**src/design/slh_pkg.sv**
```systemverilog
`default_nettype none
package slh_pkg;

   localparam int LOOKAHEAD_DEPTH = 16;
   localparam int CNT_W = $clog2(LOOKAHEAD_DEPTH + 1);
   localparam int IDX_W = $clog2(LOOKAHEAD_DEPTH);
   localparam int NUM_KW = 54;
   localparam int KW_IDX_W = 6;
   localparam int KW_MAX = 14;

   // Style codes.
   localparam logic [3:0] STY_PLAIN    = 4'd0;
   localparam logic [3:0] STY_COMMENT  = 4'd1;
   localparam logic [3:0] STY_LONGCMT  = 4'd2;
   localparam logic [3:0] STY_FUNCTION = 4'd3;
   localparam logic [3:0] STY_KEYWORD  = 4'd4;
   localparam logic [3:0] STY_NUMBER   = 4'd5;
   localparam logic [3:0] STY_SSTRING  = 4'd6;
   localparam logic [3:0] STY_DSTRING  = 4'd7;
   localparam logic [3:0] STY_BRACE    = 4'd8;

   // Contexts.
   localparam logic [1:0] CTX_PLAIN   = 2'd0;
   localparam logic [1:0] CTX_DSTRING = 2'd1;
   localparam logic [1:0] CTX_SSTRING = 2'd2;
   localparam logic [1:0] CTX_LONGCMT = 2'd3;

   // Lexer modes.
   localparam logic [1:0] MODE_NONE    = 2'd0;
   localparam logic [1:0] MODE_NUMBER  = 2'd1;
   localparam logic [1:0] MODE_WORD    = 2'd2;
   localparam logic [1:0] MODE_LINECMT = 2'd3;

   localparam logic [7:0] CH_DQUOTE = 8'h22;
   localparam logic [7:0] CH_SQUOTE = 8'h27;
   localparam logic [7:0] CH_DASH   = 8'h2d;
   localparam logic [7:0] CH_LBRACK = 8'h5b;
   localparam logic [7:0] CH_RBRACK = 8'h5d;
   localparam logic [7:0] CH_LBRACE = 8'h7b;
   localparam logic [7:0] CH_RBRACE = 8'h7d;
   localparam logic [7:0] CH_NL     = 8'h0a;
   localparam logic [7:0] CH_DOT    = 8'h2e;
   localparam logic [7:0] CH_UNDER  = 8'h5f;

   typedef enum logic [1:0] {KW_SKIP, KW_WAIT, KW_MATCH} kw_verdict_type;

   typedef struct packed {
      logic [3:0] sty;
      logic [3:0] len;
      logic [KW_MAX-1:0][7:0] txt;
   } kw_entry_type;

   typedef struct packed {
      kw_verdict_type verdict;
      logic [3:0] sty;
      logic [3:0] len;
   } kw_result_type;

   typedef struct packed {
      logic clear;
      logic push;
      logic pop;
      logic [7:0] data;
   } la_ctrl_type;

   function automatic logic is_digit(input logic [7:0] c);
      return (c >= 8'h30) && (c <= 8'h39);
   endfunction

   function automatic logic is_alpha(input logic [7:0] c);
      return ((c >= 8'h61) && (c <= 8'h7a)) || ((c >= 8'h41) && (c <= 8'h5a));
   endfunction

   function automatic logic is_word(input logic [7:0] c);
      return is_alpha(c) || is_digit(c) || (c == CH_UNDER);
   endfunction

   function automatic logic is_numch(input logic [7:0] c);
      return is_digit(c) || (c == CH_DOT) || (c == 8'h65) || (c == 8'h45);
   endfunction

   // The text literal arrives right-justified; the entry holds character j in txt[j].
   function automatic kw_entry_type make_kw(input logic [3:0] sty, input int l,
                                            input logic [8*KW_MAX-1:0] raw);
      kw_entry_type e;
      e.sty = sty;
      e.len = 4'(l);
      e.txt = '0;
      for (int j = 0; j < KW_MAX; j++) begin
         if (j < l) begin
            e.txt[j] = raw[8*(l-1-j) +: 8];
         end
      end
      return e;
   endfunction

   function automatic kw_entry_type kw_rom(input logic [KW_IDX_W-1:0] idx);
      kw_entry_type e;
      case (idx)
         6'd0:  e = make_kw(STY_NUMBER, 3, "nil");
         6'd1:  e = make_kw(STY_NUMBER, 4, "true");
         6'd2:  e = make_kw(STY_NUMBER, 5, "false");
         6'd3:  e = make_kw(STY_NUMBER, 2, "_G");
         6'd4:  e = make_kw(STY_NUMBER, 8, "_VERSION");
         6'd5:  e = make_kw(STY_KEYWORD, 3, "and");
         6'd6:  e = make_kw(STY_KEYWORD, 5, "break");
         6'd7:  e = make_kw(STY_KEYWORD, 2, "do");
         6'd8:  e = make_kw(STY_KEYWORD, 4, "else");
         6'd9:  e = make_kw(STY_KEYWORD, 6, "elseif");
         6'd10: e = make_kw(STY_KEYWORD, 3, "end");
         6'd11: e = make_kw(STY_KEYWORD, 3, "for");
         6'd12: e = make_kw(STY_KEYWORD, 8, "function");
         6'd13: e = make_kw(STY_KEYWORD, 2, "if");
         6'd14: e = make_kw(STY_KEYWORD, 2, "in");
         6'd15: e = make_kw(STY_KEYWORD, 5, "local");
         6'd16: e = make_kw(STY_KEYWORD, 3, "nil");
         6'd17: e = make_kw(STY_KEYWORD, 3, "not");
         6'd18: e = make_kw(STY_KEYWORD, 2, "or");
         6'd19: e = make_kw(STY_KEYWORD, 6, "repeat");
         6'd20: e = make_kw(STY_KEYWORD, 6, "return");
         6'd21: e = make_kw(STY_KEYWORD, 4, "then");
         6'd22: e = make_kw(STY_KEYWORD, 5, "until");
         6'd23: e = make_kw(STY_KEYWORD, 5, "while");
         6'd24: e = make_kw(STY_FUNCTION, 4, "next");
         6'd25: e = make_kw(STY_FUNCTION, 5, "pairs");
         6'd26: e = make_kw(STY_FUNCTION, 6, "ipairs");
         6'd27: e = make_kw(STY_FUNCTION, 6, "assert");
         6'd28: e = make_kw(STY_FUNCTION, 14, "collectgarbage");
         6'd29: e = make_kw(STY_FUNCTION, 6, "dofile");
         6'd30: e = make_kw(STY_FUNCTION, 5, "error");
         6'd31: e = make_kw(STY_FUNCTION, 7, "getfenv");
         6'd32: e = make_kw(STY_FUNCTION, 12, "getmetatable");
         6'd33: e = make_kw(STY_FUNCTION, 7, "setfenv");
         6'd34: e = make_kw(STY_FUNCTION, 12, "setmetatable");
         6'd35: e = make_kw(STY_FUNCTION, 4, "load");
         6'd36: e = make_kw(STY_FUNCTION, 8, "loadfile");
         6'd37: e = make_kw(STY_FUNCTION, 10, "loadstring");
         6'd38: e = make_kw(STY_FUNCTION, 5, "pcall");
         6'd39: e = make_kw(STY_FUNCTION, 5, "print");
         6'd40: e = make_kw(STY_FUNCTION, 8, "rawequal");
         6'd41: e = make_kw(STY_FUNCTION, 6, "rawget");
         6'd42: e = make_kw(STY_FUNCTION, 6, "rawset");
         6'd43: e = make_kw(STY_FUNCTION, 6, "select");
         6'd44: e = make_kw(STY_FUNCTION, 8, "tonumber");
         6'd45: e = make_kw(STY_FUNCTION, 8, "tostring");
         6'd46: e = make_kw(STY_FUNCTION, 4, "type");
         6'd47: e = make_kw(STY_FUNCTION, 6, "unpack");
         6'd48: e = make_kw(STY_FUNCTION, 6, "xpcall");
         6'd49: e = make_kw(STY_FUNCTION, 12, "table.insert");
         6'd50: e = make_kw(STY_FUNCTION, 12, "table.remove");
         6'd51: e = make_kw(STY_FUNCTION, 10, "con.printf");
         6'd52: e = make_kw(STY_FUNCTION, 10, "con.ticker");
         6'd53: e = make_kw(STY_FUNCTION, 9, "con.abort");
         default: e = make_kw(STY_PLAIN, KW_MAX, '0);
      endcase
      return e;
   endfunction

endpackage
`default_nettype wire

```
**src/design/slh_lookahead.sv**
```systemverilog
`default_nettype none
module slh_lookahead (
   input  wire logic clock,
   input  wire logic reset,
   input  wire slh_pkg::la_ctrl_type ctrl,
   output logic [slh_pkg::LOOKAHEAD_DEPTH-1:0][7:0] buf_out,
   output logic [slh_pkg::CNT_W-1:0] cnt_out
);

   logic [slh_pkg::LOOKAHEAD_DEPTH-1:0][7:0] buf_ff, buf_in;
   logic [slh_pkg::CNT_W-1:0] cnt_ff, cnt_in;
   logic [slh_pkg::CNT_W-1:0] base;

   always_comb begin
      buf_in = buf_ff;
      cnt_in = cnt_ff;
      base = ctrl.clear ? '0 : cnt_ff;
      if (ctrl.pop) begin
         // The front character leaves; everything behind it moves up one place.
         for (int i = 0; i < slh_pkg::LOOKAHEAD_DEPTH - 1; i++) begin
            buf_in[i] = buf_ff[i+1];
         end
         cnt_in = cnt_ff - slh_pkg::CNT_W'(1);
      end else if (ctrl.push) begin
         cnt_in = base;
         if (base < slh_pkg::CNT_W'(slh_pkg::LOOKAHEAD_DEPTH)) begin
            buf_in[base[slh_pkg::IDX_W-1:0]] = ctrl.data;
            cnt_in = base + slh_pkg::CNT_W'(1);
         end
      end else if (ctrl.clear) begin
         cnt_in = '0;
      end
   end

   always_ff @(posedge clock) begin
      if (reset) begin
         cnt_ff <= '0;
      end else begin
         cnt_ff <= cnt_in;
      end
      buf_ff <= buf_in;
   end

   assign buf_out = buf_ff;
   assign cnt_out = cnt_ff;

endmodule
`default_nettype wire

```
**config.mk**
```make
export PLATFORM = sky130hd
export DESIGN_NAME = slh_lookahead
export DESIGN_NICKNAME = d
export VERILOG_FILES = /design/src/design/slh_pkg.sv /design/src/design/slh_lookahead.sv
export SDC_FILE = /design/constraint.sdc
export NUM_CORES = 1
export LEC_CHECK = 0
export ABC_AREA = 1
export BUFFER_PORTS_ARGS = -buffer_cell sky130_fd_sc_hd__buf_2
export CAP_MARGIN = 30
export CORE_UTILIZATION = 50
export DETAILED_ROUTE_END_ITERATION = 16
export PLACE_DENSITY = 0.73
export SLEW_MARGIN = 20
export SYNTH_ARGS = -nofsm -noshare
export SYNTH_HDL_FRONTEND = slang
export SYNTH_SLANG_ARGS = --single-unit
```
**constraint.sdc**
```tcl
create_clock -name clock -period 2.55 [get_ports clock]
set_input_delay 0.51 -clock clock [delete_from_list [all_inputs] [get_ports clock]]
set_output_delay 0.51 -clock clock [all_outputs]
set_load 0.1 [all_outputs]
```
Yosys cells after proc, flatten, opt, wreduce, memory -nomap -nowiden

Cells that the tools add are included.

Flip-flop bits (word level): 133
Output and inout port bits: 133
Logic and storage cells: 38

Add/subtract/negate cells: 2
$lt $le $gt $ge: 3
Mux-type cells: 10
Bitwise operators: 1
Reduce and logical (&&, ||, !) cells: 5

Operator list:

| kind                                                        | count |
|---|---|
| 2-to-1 mux 120 bit                                          | 3 |
| bitwise mux 128 bit                                         | 1 |
| demux 8 bit (select 4 bit)                                  | 1 |
| 2-to-1 mux 5 bit                                            | 4 |
| 2-to-1 mux 8 bit                                            | 1 |
| adder 5 x 1 -> 5 bit (second input constant)                | 1 |
| less-than comparator 4 x 5 -> 1 bit (second input constant) | 1 |
| less-than comparator 5 bit (second input constant)          | 1 |
| subtractor 5 x 1 -> 5 bit (second input constant)           | 1 |
| >= comparator 4 x 1 -> 1 bit (second input constant)        | 1 |
| nonzero test 2 bit                                          | 2 |
| AND reduction 3 bit                                         | 1 |
| AND reduction 2 bit                                         | 1 |
| logical AND 1 bit                                           | 1 |
| inverter 1 bit                                              | 1 |

Depth between registers and ports, before layout

Word-level depth: 9
Depth in mapped cells: 7

Worst setup path after synthesis

No wires, ideal clock.

Kind: register to register
Start point: reg cnt_ff (netlist bit cnt_out[1])
End point: reg buf_ff (netlist bit buf_out[48]), enable pin
Data arrival time: 2.415 ns
Setup slack: -0.249 ns
Cell stages (with the launch flop): 5
Period minus slack after synthesis: 2.799 ns
Cells stage by stage: dfxtp_1 inv_1 nor3_1 nand2_1 o21ai_0

Cells in the longest elaborated chain, start to end: 4

Ends and longest elaborated chain:

| element                              | RTL line            | text |
|---|---|---|
| start, declared                      | slh_lookahead.sv:11 | `logic [slh_pkg::CNT_W-1:0] cnt_ff, cnt_in;` |
| start signal, assigned               | slh_lookahead.sv:39 | `cnt_ff <= cnt_in;` |
| 2-to-1 mux 5 bit                     | --                  |  |
| less-than comparator 5 bit           | slh_lookahead.sv:26 | `if (base < slh_pkg::CNT_W'(slh_pkg::LOOKAHEAD_DEPTH)) begin` |
| nonzero test 2 bit (no source line)  | --                  |  |
| AND reduction 2 bit (no source line) | --                  |  |
| end signal, assigned                 | slh_lookahead.sv:41 | `buf_ff <= buf_in;` |
| end, declared                        | slh_lookahead.sv:10 | `logic [slh_pkg::LOOKAHEAD_DEPTH-1:0][7:0] buf_ff, buf_in;` |

No other way between the ends.
A chain may end at the register's enable or synchronous reset.

Worst setup path in the final report

Start point: reg cnt_ff (netlist bit cnt_out[0])
End point: out cnt_out[0] (netlist name)

RTL lines:

| element       | RTL line           | text |
|---|---|---|
| end, declared | slh_lookahead.sv:7 | `output logic [slh_pkg::CNT_W-1:0] cnt_out` |

No word-level cell between the ends.

==> key figures <==
Run status
  – Outcome: completed

Timing
  – Final number of hold-violating endpoints: 0
  – RSZ-0062 raised after global routing: no
  – Fin Hold WS: 176 ps
  – Slew Viols, Final: 0
  – Worst-margin pin slew: slightly below 700 ps
  – Fmax: 0.503 GHz
  – Minimum clock period after layout: 1990 ps
  – Final setup fails: 0
  – Fin crit share: 78.0%
  – Clk_skew: 6.57 ps
  – Slew headroom: 53.7%
  – Setup TNS Final: 0 ps

Synthesis
  – EDFF count, synth: 128
  – Cell taking the most area after synthesis: edfxtp_1
  – Share of the synthesized area in the top cell type: 69.1%
  – Async S/R FF share, synth: 0%
  – Syn nets: 512
  – Register bit total from synthesis: roughly 130
  – Seq/Total Area, Yosys: between 70% and 80%
  – Syn Area/Cell: 11.2 um^2
  – Top FF cell, synth: edfxtp_1
  – Post-synth cell types: 22
  – Post-Syn Area: 5560 um^2
  – Synth top area cells: edfxtp_1, o21ai_0, nand2_1, dfxtp_1, clkbuf_1
  – Post-Synthesis Cells: 498
  – Yosys warns: 0

Power
  – Int Pwr: 4.43 mW
  – Max IR drop VDD: around 0.00042 V
  – Part of the power in combinational logic: 21.8%
  – Clock network power share: roughly 39%
  – Switching power: approximately 2.3 mW
  – Reg power frac: 39.5%
  – PD cells: 936 nW/um^2
  – Switching share of power: 34.1%
  – Leak: 2.98 nW

Floorplanning
  – Die Area: 11,500 um^2
  – Core area: 10,800 um^2
  – Chip height: about 110 um
  – I/O pin count: 146
  – Number of core rows: 38
  – Chip Width: between 100 and 150 um
  – Starting Density: 51.3%

Final layout
  – N_diodes: 0
  – Fin cells: ~800
  – Commonest non-fill, non-tap cell in the layout: nand2_1
  – Final core occ: 66.2%
  – Most frequent cells in the layout: nand2_1, buf_2, o21ai_0, edfxtp_1, buf_4
  – Layout cells sized above 1: 31.5%
  – Nets@finish: about 670
  – Layout Cell Area excl Fill: 7180 um^2
  – Area Growth Syn to Fin: 29.1%

Global route
  – Largest net degree at the start of global routing: 97
  – Total grt overflow: 0
  – First-pass GRT wire length: 23,300 um
  – Vias in the first global route: 4,458
  – Global Route Usage Sum: 27.7%
  – Initial antenna violation count: 0

Worst hold path
  – Hold WC Path Type: input port to flop

Setup path
  – Top Family by Delay on Critical Path: buffers and inverters
  – Worst setup endpoint: cnt_out[0]
  – Worst r2r src: cnt_out[3]$_SDFF_PP0_
  – Flop-to-flop setup slack: around 630 ps
  – Worst setup EP type: output pin
  – Crit-path max FO: 5
  – CP cell instances: buf_2
  – Reg-to-Reg End: buf_out[17]$_DFFE_PP_
  – WP data arrival: 1480 ps
  – CP startpoint: cnt_out[0]$_SDFF_PP0_
  – Critical setup path kind: flop to output pin
  – Max stage delay on crit path: 480 ps
  – CP required: around 2000 ps
  – Buf/Inv on CP: 1
  – CP Depth: 1
  – Register-to-Register Path Depth: 6
  – Slowest cell on the critical path: buf_2
  – Startpoint Class: flop

Placement
  – Placement Cell Area: approximately 6600 um^2
  – Half-perimeter wire length after placement: 10,400 um
  – Inst Count DP: 781
  – IO Port Bufs: 145
  – Final Wtd Congestion: 0.835

CTS
  – H-tree lvl count: 4
  – CTS Root Cell: clkbuf_8
  – Post-CTS Resized: 0
  – Total CTS buffers: 17
  – Post-CTS setup buffer count: 0
  – Worst skew pair latency: 530 ps
  – CTS tree: yes
  – Clock slew at reported path FFs: 60 ps
  – CTS Buffer Depth: 2
  – Sink Count: 133
  – Hold-fix buffers at CTS: 0

Routing
  – Post-route ant nets: 0
  – WL final: between 15,000 and 20,000 um
  – DRC violations left: 0
  – First-pass DRT Iterations: 5
  – Routed length per placed instance: 19.2 um
  – DR iter-0 viols: ~390
  – Total vias in the final route: 4,693
  – Via density: 5.77

Run
  – Max-cap violations: 0
-- cell type report --
class	instances	area (um^2)
timing repair buffer	168	913
fill	832	3660
sequential	133	3950
clock inverter	14	208
clock buffer	18	418
tap	140	175
inverter	13	48.8
multi-input combinational	327	1470
-- synth_stat cells, drive strengths merged (2+ instances only) --
master  instances
nand2         156
nand3           6
buf             4
inv            13
a21oi           6
dfxtp           5
edfxtp        128
nand4           2
o21ai         138
nor2           14
clkbuf         21
nor3            2
-- registers in the layout, indices dropped and copies added, names as in the netlist --
name,cells
cnt_out,5
buf_out,128
-- kinds of logic (layout without fill, tap and decap cells) --
family | Yosys count | after routing | share of synthesized area (%)
flip-flops | 133 | 133 | 70.9
AO/OA/AOI/OAI | 145 | 145 | 13.1
AND/OR/NAND/NOR | 180 | 180 | 13.0
buffers and inverters | 38 | 213 | 2.63
adder cells (fa/ha/maj) | 1 | 1 | 0.225
XOR/XNOR | 1 | 1 | 0.158
-- power groups by stage --
stage               Combinational, mW  Sequential, mW  Clock, mW
floorplan                       0.212            3.68          0
global placement                 1.45            2.70          0
detailed placement               1.46            2.70          0
CTS                              1.47            2.65       2.60
global route                     1.52            2.67       2.69
finish                           1.47            2.66       2.60
-- metrics by stage --
step / power (mW) / setup WS (ps)
final: 6.72 / 562
after global placement: 4.14 / 458
after floorplan: 3.89 / 23.3
after global routing: 6.87 / 434
after CTS: 6.72 / 548
after detailed placement: 4.16 / 421
-- how the worst min path moves through the flow --
stage | startpoint | end | cells past startpoint
floorplan | reset | cnt_out[2]$_SDFF_PP0_ | 1
global placement | buf_out[61]$_DFFE_PP_ | buf_out[53]$_DFFE_PP_ | 2
detailed placement | buf_out[90]$_DFFE_PP_ | buf_out[82]$_DFFE_PP_ | 2
CTS | reset | cnt_out[2]$_SDFF_PP0_ | 2
global route | reset | cnt_out[2]$_SDFF_PP0_ | 2
finish | reset | cnt_out[2]$_SDFF_PP0_ | 2
-- metal layers --
| layer | vias to the layer above | global-route usage (%) | share of wire [%] |
|---|---|---|---|
| met5 | - | 0 | 0 |
| met4 | 0 | 13.0 | 2.1 |
| met3 | 39 | 5.87 | 8.7 |
| met2 | 282 | 45.4 | 49 |
| met1 | 2289 | 35.3 | 40 |
| li1 | 2083 | - | - |
Note: power is estimated with default switching activity, not from simulation.
